--- config.mk ---
export PLATFORM = sky130hd
export DESIGN_NAME = bounded_array_list_engine_top_flat
export DESIGN_NICKNAME = d
export VERILOG_FILES = /design/src/rtl/bale_pkg.sv /design/src/rtl/bale_in_if.sv /design/src/rtl/bale_out_if.sv /design/src/rtl/bale_cfg_if.sv /design/src/rtl/bale_slot_cell.sv /design/src/rtl/bounded_array_list_engine_top.sv /design/src/flat_wrapper.sv
export VERILOG_INCLUDE_DIRS = /design/src /design/src/rtl
export SDC_FILE = /design/constraint.sdc
export NUM_CORES = 2
export LEC_CHECK = 0
export ABC_CLOCK_PERIOD_IN_PS = 9700
export BUFFER_PORTS_ARGS = -buffer_cell sky130_fd_sc_hd__buf_4
export CAP_MARGIN = 20
export CORE_MARGIN = 5
export CORE_UTILIZATION = 65
export DETAILED_ROUTE_END_ITERATION = 12
export GPL_ROUTABILITY_DRIVEN = 1
export PLACE_DENSITY_LB_ADDON = 0.25
export SYNTH_ARGS = -nofsm -noshare
export SYNTH_HDL_FRONTEND = slang
export SYNTH_SLANG_ARGS = --single-unit
--- constraint.sdc ---
create_clock -name clk -period 9.7 [get_ports clk]
set_clock_uncertainty 0.1 [all_clocks]
set_input_delay 0.97 -clock clk [delete_from_list [all_inputs] [get_ports clk]]
set_output_delay 0.97 -clock clk [all_outputs]
set_load 0.005 [all_outputs]
--- src/rtl/bounded_array_list_engine_top_macros.svh ---
// Assertion macros for the bounded array list engine.
// Included by the RTL files that carry concurrent checks; expects a clk and rst in scope.
`ifndef BOUNDED_ARRAY_LIST_ENGINE_TOP_MACROS_SVH
`define BOUNDED_ARRAY_LIST_ENGINE_TOP_MACROS_SVH

// Check a property on every rising edge outside reset.
`define BALE_CHECK(lbl, prop, msg) \
  lbl: assert property (@(posedge clk) disable iff (rst) (prop)) else $error(msg);

// Check that a condition in one cycle forces another condition in the next.
`define BALE_CHECK_NEXT(lbl, ante, cons, msg) \
  lbl: assert property (@(posedge clk) disable iff (rst) (ante) |=> (cons)) else $error(msg);

`endif

--- src/rtl/bale_pkg.sv ---
// Shared types and constants for the bounded array list engine.
// No dependencies; used by the interfaces, the slot cell and the top level.
`default_nettype none

package bale_pkg;

  localparam int DEPTH_DEF     = 16;
  localparam int WORD_BITS_DEF = 32;

  localparam int OP_W     = 4;
  localparam int VAL_W    = 32;
  localparam int POS_W    = 4;
  localparam int STATUS_W = 3;
  localparam int COUNT_W  = 5;
  localparam int CAP_W    = 5;

  localparam logic [CAP_W-1:0] CAP_RESET = 5'd16;

  typedef enum logic [OP_W-1:0] {
    OP_PUSH_TAIL = 4'd0,
    OP_PUSH_HEAD = 4'd1,
    OP_INSERT    = 4'd2,
    OP_DELETE    = 4'd3,
    OP_POP_TAIL  = 4'd4,
    OP_POP_HEAD  = 4'd5,
    OP_CLEAR     = 4'd6,
    OP_FIND      = 4'd7,
    OP_READ      = 4'd8
  } opcode_t;

  typedef enum logic [STATUS_W-1:0] {
    ST_OK       = 3'd0,
    ST_FULL     = 3'd1,
    ST_EMPTY    = 3'd2,
    ST_BADIDX   = 3'd3,
    ST_NOTFOUND = 3'd4
  } status_t;

  // Per-cycle update applied by every slot cell.
  typedef enum logic [1:0] {
    MUT_NONE  = 2'd0,
    MUT_LOAD  = 2'd1,
    MUT_OPEN  = 2'd2,
    MUT_CLOSE = 2'd3
  } mut_mode_t;

  // Control bits of the query token walking down the cell chain.
  typedef struct packed {
    logic valid;
    logic find;
    logic read;
    logic hit;
  } tok_flags_t;

endpackage

`default_nettype wire

--- src/rtl/bale_in_if.sv ---
// Request channel of the bounded array list engine: valid/ready plus one operation.
// Depends on bale_pkg for field widths.
`default_nettype none

interface bale_in_if;
  logic                               valid;
  logic                               ready;
  logic        [bale_pkg::OP_W-1:0]   opcode;
  logic signed [bale_pkg::VAL_W-1:0]  item_value;
  logic        [bale_pkg::POS_W-1:0]  position;

  modport source (output valid, opcode, item_value, position, input ready);
  modport sink   (input valid, opcode, item_value, position, output ready);
endinterface

`default_nettype wire

--- src/rtl/bale_out_if.sv ---
// Response channel of the bounded array list engine: valid/ready plus one result.
// Depends on bale_pkg for field widths.
`default_nettype none

interface bale_out_if;
  logic                                 valid;
  logic                                 ready;
  logic        [bale_pkg::STATUS_W-1:0] status;
  logic        [bale_pkg::COUNT_W-1:0]  entry_count;
  logic        [bale_pkg::POS_W-1:0]    found_position;
  logic signed [bale_pkg::VAL_W-1:0]    read_value;

  modport source (output valid, status, entry_count, found_position, read_value,
                  input ready);
  modport sink   (input valid, status, entry_count, found_position, read_value,
                  output ready);
endinterface

`default_nettype wire

--- src/rtl/bale_cfg_if.sv ---
// Configuration write channel of the bounded array list engine (capacity register).
// Depends on bale_pkg for the register width.
`default_nettype none

interface bale_cfg_if;
  logic                         valid;
  logic                         ready;
  logic [bale_pkg::CAP_W-1:0]   capacity_limit;

  modport source (output valid, capacity_limit, input ready);
  modport sink   (input valid, capacity_limit, output ready);
endinterface

`default_nettype wire

--- src/rtl/bale_slot_cell.sv ---
// One slot of the list: holds a word, shifts with its neighbors, and serves the
// query token as it passes. Depends on bale_pkg.
`default_nettype none

module bale_slot_cell #(
  parameter int INDEX     = 0,
  parameter int DEPTH     = bale_pkg::DEPTH_DEF,
  parameter int WORD_BITS = bale_pkg::WORD_BITS_DEF
) (
  input  wire                                clk,
  input  wire                                rst,
  input  bale_pkg::mut_mode_t                mut_mode,
  input  wire  [$clog2(DEPTH)-1:0]           mut_at,
  input  wire  [WORD_BITS-1:0]               mut_word,
  input  wire  [WORD_BITS-1:0]               prev_word,
  input  wire  [WORD_BITS-1:0]               next_word,
  output logic [WORD_BITS-1:0]               word,
  input  bale_pkg::tok_flags_t               tok_in,
  input  bale_pkg::status_t                  status_in,
  input  wire  [$clog2(DEPTH+1)-1:0]         count_in,
  input  wire  [((bale_pkg::POS_W > $clog2(DEPTH+1)) ?
                 bale_pkg::POS_W : $clog2(DEPTH+1))-1:0] pos_in,
  input  wire  [WORD_BITS-1:0]               val_in,
  input  wire  [$clog2(DEPTH)-1:0]           idx_in,
  input  wire  [WORD_BITS-1:0]               data_in,
  output bale_pkg::tok_flags_t               tok_out,
  output bale_pkg::status_t                  status_out,
  output logic [$clog2(DEPTH+1)-1:0]         count_out,
  output logic [((bale_pkg::POS_W > $clog2(DEPTH+1)) ?
                 bale_pkg::POS_W : $clog2(DEPTH+1))-1:0] pos_out,
  output logic [WORD_BITS-1:0]               val_out,
  output logic [$clog2(DEPTH)-1:0]           idx_out,
  output logic [WORD_BITS-1:0]               data_out
);

  localparam int IW = $clog2(DEPTH);
  localparam int CW = $clog2(DEPTH + 1);
  localparam int PW = (bale_pkg::POS_W > CW) ? bale_pkg::POS_W : CW;

  localparam logic [IW-1:0] ME_IW = IW'(INDEX);
  localparam logic [CW-1:0] ME_CW = CW'(INDEX);
  localparam logic [PW-1:0] ME_PW = PW'(INDEX);

  logic [WORD_BITS-1:0]  word_next;
  bale_pkg::tok_flags_t  tok_next;
  bale_pkg::status_t     status_next;
  logic [IW-1:0]         idx_next;
  logic [WORD_BITS-1:0]  data_next;
  logic                  in_list;

  always_comb begin
    word_next = word;
    case (mut_mode)
      bale_pkg::MUT_LOAD: begin
        if (ME_IW == mut_at) word_next = mut_word;
      end
      bale_pkg::MUT_OPEN: begin
        if (ME_IW > mut_at) word_next = prev_word;
        else if (ME_IW == mut_at) word_next = mut_word;
      end
      bale_pkg::MUT_CLOSE: begin
        if (ME_IW >= mut_at) word_next = next_word;
      end
      default: word_next = word;
    endcase
  end

  assign in_list = (ME_CW < count_in);

  always_comb begin
    tok_next    = tok_in;
    status_next = status_in;
    idx_next    = idx_in;
    data_next   = data_in;
    // first match wins: later cells see hit already set
    if (tok_in.find && !tok_in.hit && in_list && (word == val_in)) begin
      tok_next.hit = 1'b1;
      status_next  = bale_pkg::ST_OK;
      idx_next     = ME_IW;
    end
    if (tok_in.read && in_list && (pos_in == ME_PW)) begin
      data_next = word;
    end
  end

  always_ff @(posedge clk) begin
    word <= word_next;
  end

  always_ff @(posedge clk) begin
    if (rst) begin
      tok_out <= '0;
    end else begin
      tok_out <= tok_next;
    end
  end

  always_ff @(posedge clk) begin
    status_out <= status_next;
    count_out  <= count_in;
    pos_out    <= pos_in;
    val_out    <= val_in;
    idx_out    <= idx_next;
    data_out   <= data_next;
  end

endmodule

`default_nettype wire

--- src/rtl/bounded_array_list_engine_top.sv ---
// Top level of the bounded array list engine: control, capacity register, result
// buffering and the chain of slot cells. Depends on bale_pkg, the channel
// interfaces, bale_slot_cell and bounded_array_list_engine_top_macros.svh.
//
//   channel | direction | handshake          | payload
//   req     | in        | req.valid/ready    | opcode, item_value, position
//   rsp     | out       | rsp.valid/ready    | status, entry_count, found_position, read_value
//   cfg     | in        | cfg.valid/ready    | capacity_limit (always ready)
//
// Pushes, pops, inserts, deletes and clear update the entry count and any loaded or shifted
// slots in the accept cycle; rsp gets the result through the holding stage and the output
// register. Find and read send a token down the cell chain, one cell per cycle, before the
// result enters the holding stage. req stays low while a token walks or a result waits in
// the holding stage; a stalled rsp holds one result in the output register and one behind it.
// Synchronous reset empties the list and sets the capacity to 16; slots are not cleared.
`default_nettype none

`include "bounded_array_list_engine_top_macros.svh"

module bounded_array_list_engine_top #(
  parameter int DEPTH     = bale_pkg::DEPTH_DEF,
  parameter int WORD_BITS = bale_pkg::WORD_BITS_DEF
) (
  input wire         clk,
  input wire         rst,
  bale_in_if.sink    req,
  bale_out_if.source rsp,
  bale_cfg_if.sink   cfg
);

  localparam int IW   = $clog2(DEPTH);
  localparam int CW   = $clog2(DEPTH + 1);
  localparam int PW   = (bale_pkg::POS_W > CW) ? bale_pkg::POS_W : CW;
  localparam int CMPW = (bale_pkg::CAP_W > CW) ? bale_pkg::CAP_W : CW;
  localparam int XW   = (WORD_BITS > bale_pkg::VAL_W) ? WORD_BITS : bale_pkg::VAL_W;

  // list state
  logic [CW-1:0]                 count;
  logic [bale_pkg::CAP_W-1:0]    cap;
  logic                          busy;

  // decode
  logic                          acc;
  logic                          is_query;
  bale_pkg::mut_mode_t           mode;
  bale_pkg::mut_mode_t           cell_mode;
  logic [IW-1:0]                 at;
  bale_pkg::status_t             st;
  logic [CW-1:0]                 count_next;
  logic [CMPW-1:0]               cap_ext;
  logic [CW-1:0]                 eff_cap;
  logic                          full;
  logic [PW-1:0]                 pos_ext;
  logic [PW-1:0]                 count_pw;
  logic [XW-1:0]                 val_x;
  logic [WORD_BITS-1:0]          val_word;

  // cell chain
  logic [WORD_BITS-1:0]          sw [DEPTH];
  bale_pkg::tok_flags_t          tf [DEPTH+1];
  bale_pkg::status_t             ts [DEPTH+1];
  logic [CW-1:0]                 tc [DEPTH+1];
  logic [PW-1:0]                 tp [DEPTH+1];
  logic [WORD_BITS-1:0]          tv [DEPTH+1];
  logic [IW-1:0]                 ti [DEPTH+1];
  logic [WORD_BITS-1:0]          td [DEPTH+1];

  // result holding stage and output register
  logic                          pend_valid;
  bale_pkg::status_t             pend_status;
  logic [CW-1:0]                 pend_count;
  logic [IW-1:0]                 pend_idx;
  logic [WORD_BITS-1:0]          pend_data;
  logic                          move;
  logic [XW-1:0]                 rd_x;

  logic                          out_valid;
  logic [bale_pkg::STATUS_W-1:0] out_status;
  logic [bale_pkg::COUNT_W-1:0]  out_count;
  logic [bale_pkg::POS_W-1:0]    out_found;
  logic [bale_pkg::VAL_W-1:0]    out_read;

  assign req.ready = !busy && !pend_valid;
  assign cfg.ready = 1'b1;
  assign acc       = req.valid && req.ready;

  assign cap_ext  = CMPW'(cap);
  always_comb begin
    if (cap_ext == '0) eff_cap = CW'(1);
    else if (cap_ext > CMPW'(DEPTH)) eff_cap = CW'(DEPTH);
    else eff_cap = CW'(cap_ext);
  end
  assign full = (count >= eff_cap);

  assign pos_ext  = PW'(req.position);
  assign count_pw = PW'(count);
  assign val_x    = XW'(req.item_value);
  assign val_word = val_x[WORD_BITS-1:0];

  always_comb begin
    mode       = bale_pkg::MUT_NONE;
    at         = '0;
    st         = bale_pkg::ST_OK;
    count_next = count;
    is_query   = 1'b0;
    case (bale_pkg::opcode_t'(req.opcode))
      bale_pkg::OP_PUSH_TAIL: begin
        if (full) st = bale_pkg::ST_FULL;
        else begin
          mode       = bale_pkg::MUT_LOAD;
          at         = IW'(count);
          count_next = count + CW'(1);
        end
      end
      bale_pkg::OP_PUSH_HEAD: begin
        if (full) st = bale_pkg::ST_FULL;
        else begin
          mode       = bale_pkg::MUT_OPEN;
          count_next = count + CW'(1);
        end
      end
      bale_pkg::OP_INSERT: begin
        // index test comes before the full test
        if (pos_ext > count_pw) st = bale_pkg::ST_BADIDX;
        else if (full) st = bale_pkg::ST_FULL;
        else begin
          mode       = bale_pkg::MUT_OPEN;
          at         = IW'(pos_ext);
          count_next = count + CW'(1);
        end
      end
      bale_pkg::OP_DELETE: begin
        if (count == '0) st = bale_pkg::ST_EMPTY;
        else if (pos_ext >= count_pw) st = bale_pkg::ST_BADIDX;
        else begin
          mode       = bale_pkg::MUT_CLOSE;
          at         = IW'(pos_ext);
          count_next = count - CW'(1);
        end
      end
      bale_pkg::OP_POP_TAIL: begin
        if (count == '0) st = bale_pkg::ST_EMPTY;
        else count_next = count - CW'(1);
      end
      bale_pkg::OP_POP_HEAD: begin
        if (count == '0) st = bale_pkg::ST_EMPTY;
        else begin
          mode       = bale_pkg::MUT_CLOSE;
          count_next = count - CW'(1);
        end
      end
      bale_pkg::OP_CLEAR: begin
        count_next = '0;
      end
      bale_pkg::OP_FIND: begin
        is_query = 1'b1;
        st       = bale_pkg::ST_NOTFOUND;
      end
      bale_pkg::OP_READ: begin
        is_query = 1'b1;
        if (pos_ext >= count_pw) st = bale_pkg::ST_BADIDX;
      end
      default: st = bale_pkg::ST_OK;
    endcase
  end

  assign cell_mode = acc ? mode : bale_pkg::MUT_NONE;

  // launch the query token into the head of the chain: valid, find, read, hit
  assign tf[0] = {acc && is_query,
                  bale_pkg::opcode_t'(req.opcode) == bale_pkg::OP_FIND,
                  bale_pkg::opcode_t'(req.opcode) == bale_pkg::OP_READ,
                  1'b0};
  assign ts[0] = st;
  assign tc[0] = count;
  assign tp[0] = pos_ext;
  assign tv[0] = val_word;
  assign ti[0] = '0;
  assign td[0] = '0;

  for (genvar i = 0; i < DEPTH; i++) begin : g_cell
    logic [WORD_BITS-1:0] prev_w;
    logic [WORD_BITS-1:0] next_w;
    if (i == 0) begin : g_first
      assign prev_w = '0;
    end else begin : g_mid
      assign prev_w = sw[i-1];
    end
    if (i == DEPTH - 1) begin : g_last
      assign next_w = sw[i];
    end else begin : g_inner
      assign next_w = sw[i+1];
    end

    bale_slot_cell #(
      .INDEX     (i),
      .DEPTH     (DEPTH),
      .WORD_BITS (WORD_BITS)
    ) u_cell (
      .clk        (clk),
      .rst        (rst),
      .mut_mode   (cell_mode),
      .mut_at     (at),
      .mut_word   (val_word),
      .prev_word  (prev_w),
      .next_word  (next_w),
      .word       (sw[i]),
      .tok_in     (tf[i]),
      .status_in  (ts[i]),
      .count_in   (tc[i]),
      .pos_in     (tp[i]),
      .val_in     (tv[i]),
      .idx_in     (ti[i]),
      .data_in    (td[i]),
      .tok_out    (tf[i+1]),
      .status_out (ts[i+1]),
      .count_out  (tc[i+1]),
      .pos_out    (tp[i+1]),
      .val_out    (tv[i+1]),
      .idx_out    (ti[i+1]),
      .data_out   (td[i+1])
    );
  end

  assign move = pend_valid && (!out_valid || rsp.ready);

  always_ff @(posedge clk) begin
    if (rst) begin
      count      <= '0;
      cap        <= bale_pkg::CAP_RESET;
      busy       <= 1'b0;
      pend_valid <= 1'b0;
      out_valid  <= 1'b0;
    end else begin
      if (cfg.valid && cfg.ready) cap <= cfg.capacity_limit;
      if (acc) count <= count_next;

      if (acc && is_query) busy <= 1'b1;
      else if (tf[DEPTH].valid) busy <= 1'b0;

      if ((acc && !is_query) || tf[DEPTH].valid) pend_valid <= 1'b1;
      else if (move) pend_valid <= 1'b0;

      if (move) out_valid <= 1'b1;
      else if (rsp.ready) out_valid <= 1'b0;
    end
  end

  always_ff @(posedge clk) begin
    if (acc && !is_query) begin
      pend_status <= st;
      pend_count  <= count_next;
      pend_idx    <= '0;
      pend_data   <= '0;
    end else if (tf[DEPTH].valid) begin
      pend_status <= ts[DEPTH];
      pend_count  <= tc[DEPTH];
      pend_idx    <= ti[DEPTH];
      pend_data   <= td[DEPTH];
    end
  end

  // read data comes back sign-extended from the slot width
  assign rd_x = XW'(signed'(pend_data));

  always_ff @(posedge clk) begin
    if (move) begin
      out_status <= pend_status;
      out_count  <= bale_pkg::COUNT_W'(pend_count);
      out_found  <= bale_pkg::POS_W'(pend_idx);
      out_read   <= rd_x[bale_pkg::VAL_W-1:0];
    end
  end

  assign rsp.valid          = out_valid;
  assign rsp.status         = out_status;
  assign rsp.entry_count    = out_count;
  assign rsp.found_position = out_found;
  assign rsp.read_value     = out_read;

  `BALE_CHECK(a_walk_blocks_req, tf[DEPTH].valid |-> !(req.valid && req.ready),
    "request transfer while a query token is still in the chain")
  `BALE_CHECK(a_hold_free_on_walk, (busy || tf[DEPTH].valid) |-> !pend_valid,
    "holding stage occupied while a query is in flight")
  `BALE_CHECK_NEXT(a_count_hold, !(req.valid && req.ready), count == $past(count),
    "entry count changed without a request transfer")

endmodule

`default_nettype wire
--- src/flat_wrapper.sv ---
// flat-port wrapper written by rule: the top's interface ports become plain ports
module bounded_array_list_engine_top_flat 
#(
  parameter int DEPTH     = bale_pkg::DEPTH_DEF,
  parameter int WORD_BITS = bale_pkg::WORD_BITS_DEF
)
  (clk, rst, req_valid, req_opcode, req_item_value, req_position, req_ready, rsp_valid, rsp_status, rsp_entry_count, rsp_found_position, rsp_read_value, rsp_ready, cfg_valid, cfg_capacity_limit, cfg_ready);
  bale_in_if req_i ();
  bale_out_if rsp_i ();
  bale_cfg_if cfg_i ();
  input wire clk;
  input wire rst;
  input wire logic [$bits(req_i.valid)-1:0] req_valid;
  input wire logic [$bits(req_i.opcode)-1:0] req_opcode;
  input wire logic [$bits(req_i.item_value)-1:0] req_item_value;
  input wire logic [$bits(req_i.position)-1:0] req_position;
  output wire logic [$bits(req_i.ready)-1:0] req_ready;
  output wire logic [$bits(rsp_i.valid)-1:0] rsp_valid;
  output wire logic [$bits(rsp_i.status)-1:0] rsp_status;
  output wire logic [$bits(rsp_i.entry_count)-1:0] rsp_entry_count;
  output wire logic [$bits(rsp_i.found_position)-1:0] rsp_found_position;
  output wire logic [$bits(rsp_i.read_value)-1:0] rsp_read_value;
  input wire logic [$bits(rsp_i.ready)-1:0] rsp_ready;
  input wire logic [$bits(cfg_i.valid)-1:0] cfg_valid;
  input wire logic [$bits(cfg_i.capacity_limit)-1:0] cfg_capacity_limit;
  output wire logic [$bits(cfg_i.ready)-1:0] cfg_ready;
  assign req_i.valid = req_valid;
  assign req_i.opcode = req_opcode;
  assign req_i.item_value = req_item_value;
  assign req_i.position = req_position;
  assign req_ready = req_i.ready;
  assign rsp_valid = rsp_i.valid;
  assign rsp_status = rsp_i.status;
  assign rsp_entry_count = rsp_i.entry_count;
  assign rsp_found_position = rsp_i.found_position;
  assign rsp_read_value = rsp_i.read_value;
  assign rsp_i.ready = rsp_ready;
  assign cfg_i.valid = cfg_valid;
  assign cfg_i.capacity_limit = cfg_capacity_limit;
  assign cfg_ready = cfg_i.ready;
  bounded_array_list_engine_top #(.DEPTH(DEPTH), .WORD_BITS(WORD_BITS)) u_core (.clk(clk), .rst(rst), .req(req_i), .rsp(rsp_i), .cfg(cfg_i));
endmodule
==> flow_summary.json <==
{
  "path_buf_inv": 5,
  "place_area_um2": 77090,
  "cts.reportedPaths.clkPinSlew_ps": 60,
  "min_period_ps": 6301,
  "insertion_delay_ps": 800,
  "async_reset_ff_share_pct": 0,
  "ys_top_cells_by_count": "1339 x dfxtp_1, 564 x edfxtp_1, 483 x mux2_2",
  "grt_pass1_vias": 50240,
  "viasPerCell": 6.607,
  "wl_per_cell_um": 29.01,
  "numCtsBuffers": 183,
  "grt_antenna_before_repair": 9,
  "hold_viol": 0,
  "core_area_um2": 115700,
  "rsz0062_at_grt": "no",
  "reg2reg_to": "u_core.g_cell[2].u_cell.word[6]$_DFFE_PP_",
  "synth_edf_count": 564,
  "grt_pass1_wl_um": 337400,
  "cts_sinks": 1903,
  "cp_cell_sequence": "inv_1 > ha_1 > nand3_1 > or3_1 > o22ai_1 > o21ai_0 > a21oi_1 > ha_4 > clkinv_1 > buf_4 > nor3_2 > buf_4 > and3_1 > buf_4 > or2_2 > o21ai_1",
  "ys_ff_latch": 1903,
  "final_antenna_net_count": 0,
  "dpl.cell_count": 7548,
  "ys_warn_count": 0,
  "post-dp-hpwl_um": 160700,
  "min_path_type": "in -> reg",
  "seq_area_frac_synth_pct": 58.03,
  "crit_cells": 16,
  "htreeDepth": 4,
  "fin_ws_ps": 3399,
  "clock_path_buffers": 3,
  "min_period_over_period_pct": 64.96,
  "netlist_instances": 6285,
  "globalplace.congestion": 0.9694,
  "die_x_um": 350.5,
  "hp-start": "req_position[0]",
  "total_power_w": 0.01639,
  "finalInstanceArea_um2": 83170,
  "dr.pass1.iters": 8,
  "area_delta_synth_final_pct": 10.34,
  "globalRoute.busiestLayer": "met2",
  "cp_slowest_cell": "or2_2",
  "use_met3_pct": 7.492,
  "syn-num-nets": 6349,
  "root_buffer": "clkbuf_16",
  "crit_type": "reg -> reg",
  "crit_family": "simple AND/OR/NAND/NOR gates",
  "reg2regPathDepth": 16,
  "cpMostUsedCell": "buf_4",
  "max_stage_delay_ps": 690,
  "rows": 125,
  "gr-total-overflow": 0,
  "slew_headroom_pct": 19.18,
  "crit_start": "u_core.count[2]$_SDFFE_PP0P_",
  "pre_cts_slack_ps": 3030,
  "ys_types": 84,
  "r2r-start": "u_core.count[2]$_SDFFE_PP0P_",
  "cp-end-kind": "flip-flop",
  "synth_flop_cell": "dfxtp_1",
  "drive_above_1_share_pct": 17.11,
  "synth_top_area_share_pct": 35.56,
  "start_kind": "flip-flop",
  "vias": 52170,
  "cts_hold_buf": 0,
  "power_density_nw_per_um2": 197.1,
  "ir_drop_mv": 0.2053,
  "track_usage_pct": 36.56,
  "avgSynthCellArea_um2": 11.99,
  "groute.layer.met1.usage_pct": 48.90,
  "max_freq_mhz": 158.7,
  "portBuffers": 95,
  "p_leak_nw": 31.77,
  "die_area_um2": 122900,
  "max_cap_violations": 0,
  "final_nets": 6276,
  "initial_core_util_pct": 65.13,
  "grtUsageMet2_pct": 55.14,
  "crit_end": "u_core.g_cell[2].u_cell.word[6]$_DFFE_PP_",
  "first_iter_violations": 7881,
  "tightest_slew_ps": 1201,
  "cts_tree": "yes",
  "synth_area_leaders": "dfxtp_1 36%, edfxtp_1 22%, mux2_2 7.2%",
  "syn-cell-area_um2": 75380,
  "status": "finished clean",
  "drc_errors": 0,
  "critPathRequiredTime_ps": 10120,
  "fin_cells": 7896,
  "wirelength_um": 229000,
  "die_h_um": 350.5,
  "setup_viol": 0,
  "ios": 97,
  "slew_violations": 0,
  "synthMostInstantiatedCell": "dfxtp_1",
  "cts_resized": 0,
  "tns_ps": 0,
  "post_cts_buffers": 0,
  "cp.arrival_ps": 6720,
  "grt_max_degree": 102,
  "yosys.area.top_type": "dfxtp_1",
  "regToRegSetupSlack_ps": 3400,
  "worstPathMaxFanout": 38
}
per-stage QoR:
stage | hold WS, ps | utilization, %
finish | 209.2 | 71.86
CTS | 174.4 | 71.82
floorplan | 209.6 | -
global route | 207.4 | 71.86
detailed placement | 212.1 | 66.61
global placement | 210.5 | 66.51
layer usage:
metal / part of all wire (%) / vias to the layer above
li1: - / 22920
met4: 7.2 / 4
met5: 0.012 / -
met3: 10 / 599
met1: 39 / 25260
met2: 44 / 3393
flip-flops by register name, indices dropped and copies added (netlist names), 5 cells and up:
register,cells
u_core.g_cell.u_cell.val_out,480
u_core.cap,5
u_core.pend_count,5
u_core.rsp.read_value,32
u_core.g_cell.u_cell.word,512
u_core.count,5
u_core.g_cell.u_cell.pos_out,60
u_core.pend_data,32
u_core.g_cell.u_cell.status_out,48
u_core.g_cell.u_cell.count_out,80
u_core.rsp.entry_count,5
u_core.g_cell.u_cell.idx_out,49
u_core.g_cell.u_cell.data_out,512
u_core.g_cell.u_cell.tok_out,61
cells in the final DEF (no fill, tap or decap), drive strengths merged, types with 6 or more instances in the layout:
cell type and count:
o211ai 102, a21oi 92, a2111oi 6, nor2 141
or2 35, o21ai 410, nor4 178, clkinv 47
o221ai 70, o21a 34, a32oi 66, nor3 31
inv 135, dfxtp 1339, o41ai 32, nand4 77
nand2 397, and3 8, a21o 7, nor3b 6
or3 7, xnor2 209, nor4b 10, nor2b 89
mux2 504, and2 58, buf 207, nand3 34
clkbuf 284, a221o 90, a311oi 58, o22ai 42
nand2b 14, edfxtp 564, mux2i 462, ha 14
xor2 291, a22oi 161
area by class of cell:
class	count	area (um^2)
Multi-Input combinational cell	3789	29350
Inverter	128	480.5
Clock inverter	59	568.0
Fill cell	8002	32570
Clock buffer	284	5468
Sequential cell	1903	43740
Timing Repair Buffer	207	1647
Tap cell	1524	1907
Antenna cell	2	5.005
cell families (layout without fill, tap and decap cells):
family	Yosys count	after routing	share of synthesized area, %
flops	1903	1903	58.03
compound gates	1210	1210	11.35
simple gates	1098	1098	7.483
mux	966	966	13.66
buf+inv	593	678	3.421
xor+xnor	500	500	5.810
fa+ha+maj	14	14	0.2324
other cells	1	3	0.004975
worst min path at each step:
stage	endpoint	slack (ps)	cells past startpoint
after floorplan	u_core.g_cell[11].u_cell.count_out[0]$_DFF_P_	210	0
after global placement	u_core.g_cell[15].u_cell.count_out[3]$_DFF_P_	210	0
after detailed placement	u_core.g_cell[9].u_cell.count_out[0]$_DFF_P_	210	0
after CTS	u_core.g_cell[0].u_cell.pos_out[0]$_DFF_P_	170	1
after global routing	u_core.g_cell[0].u_cell.pos_out[0]$_DFF_P_	210	1
final	u_core.g_cell[0].u_cell.pos_out[0]$_DFF_P_	210	1
power by group:
group	switching [W]	internal, W	total (W)
Clock	0.00306	0.00403	0.00709
Sequential	0.000182	0.00841	0.00859
Combinational	0.000480	0.000232	0.000712
Total	0.00372	0.0127	0.0164
worst reg2reg max path, stage by stage (launching register included):
cell and delay (ps):
dfxtp_1 540, inv_1 160, ha_1 330, nand3_1 70, or3_1 350, o22ai_1 490, o21ai_0 200, a21oi_1 460
ha_4 560, clkinv_1 160, buf_4 310, nor3_2 240, buf_4 410, and3_1 300, buf_4 420, or2_2 700
o21ai_1 230
No activity file was read; power rests on OpenSTA's default activity.
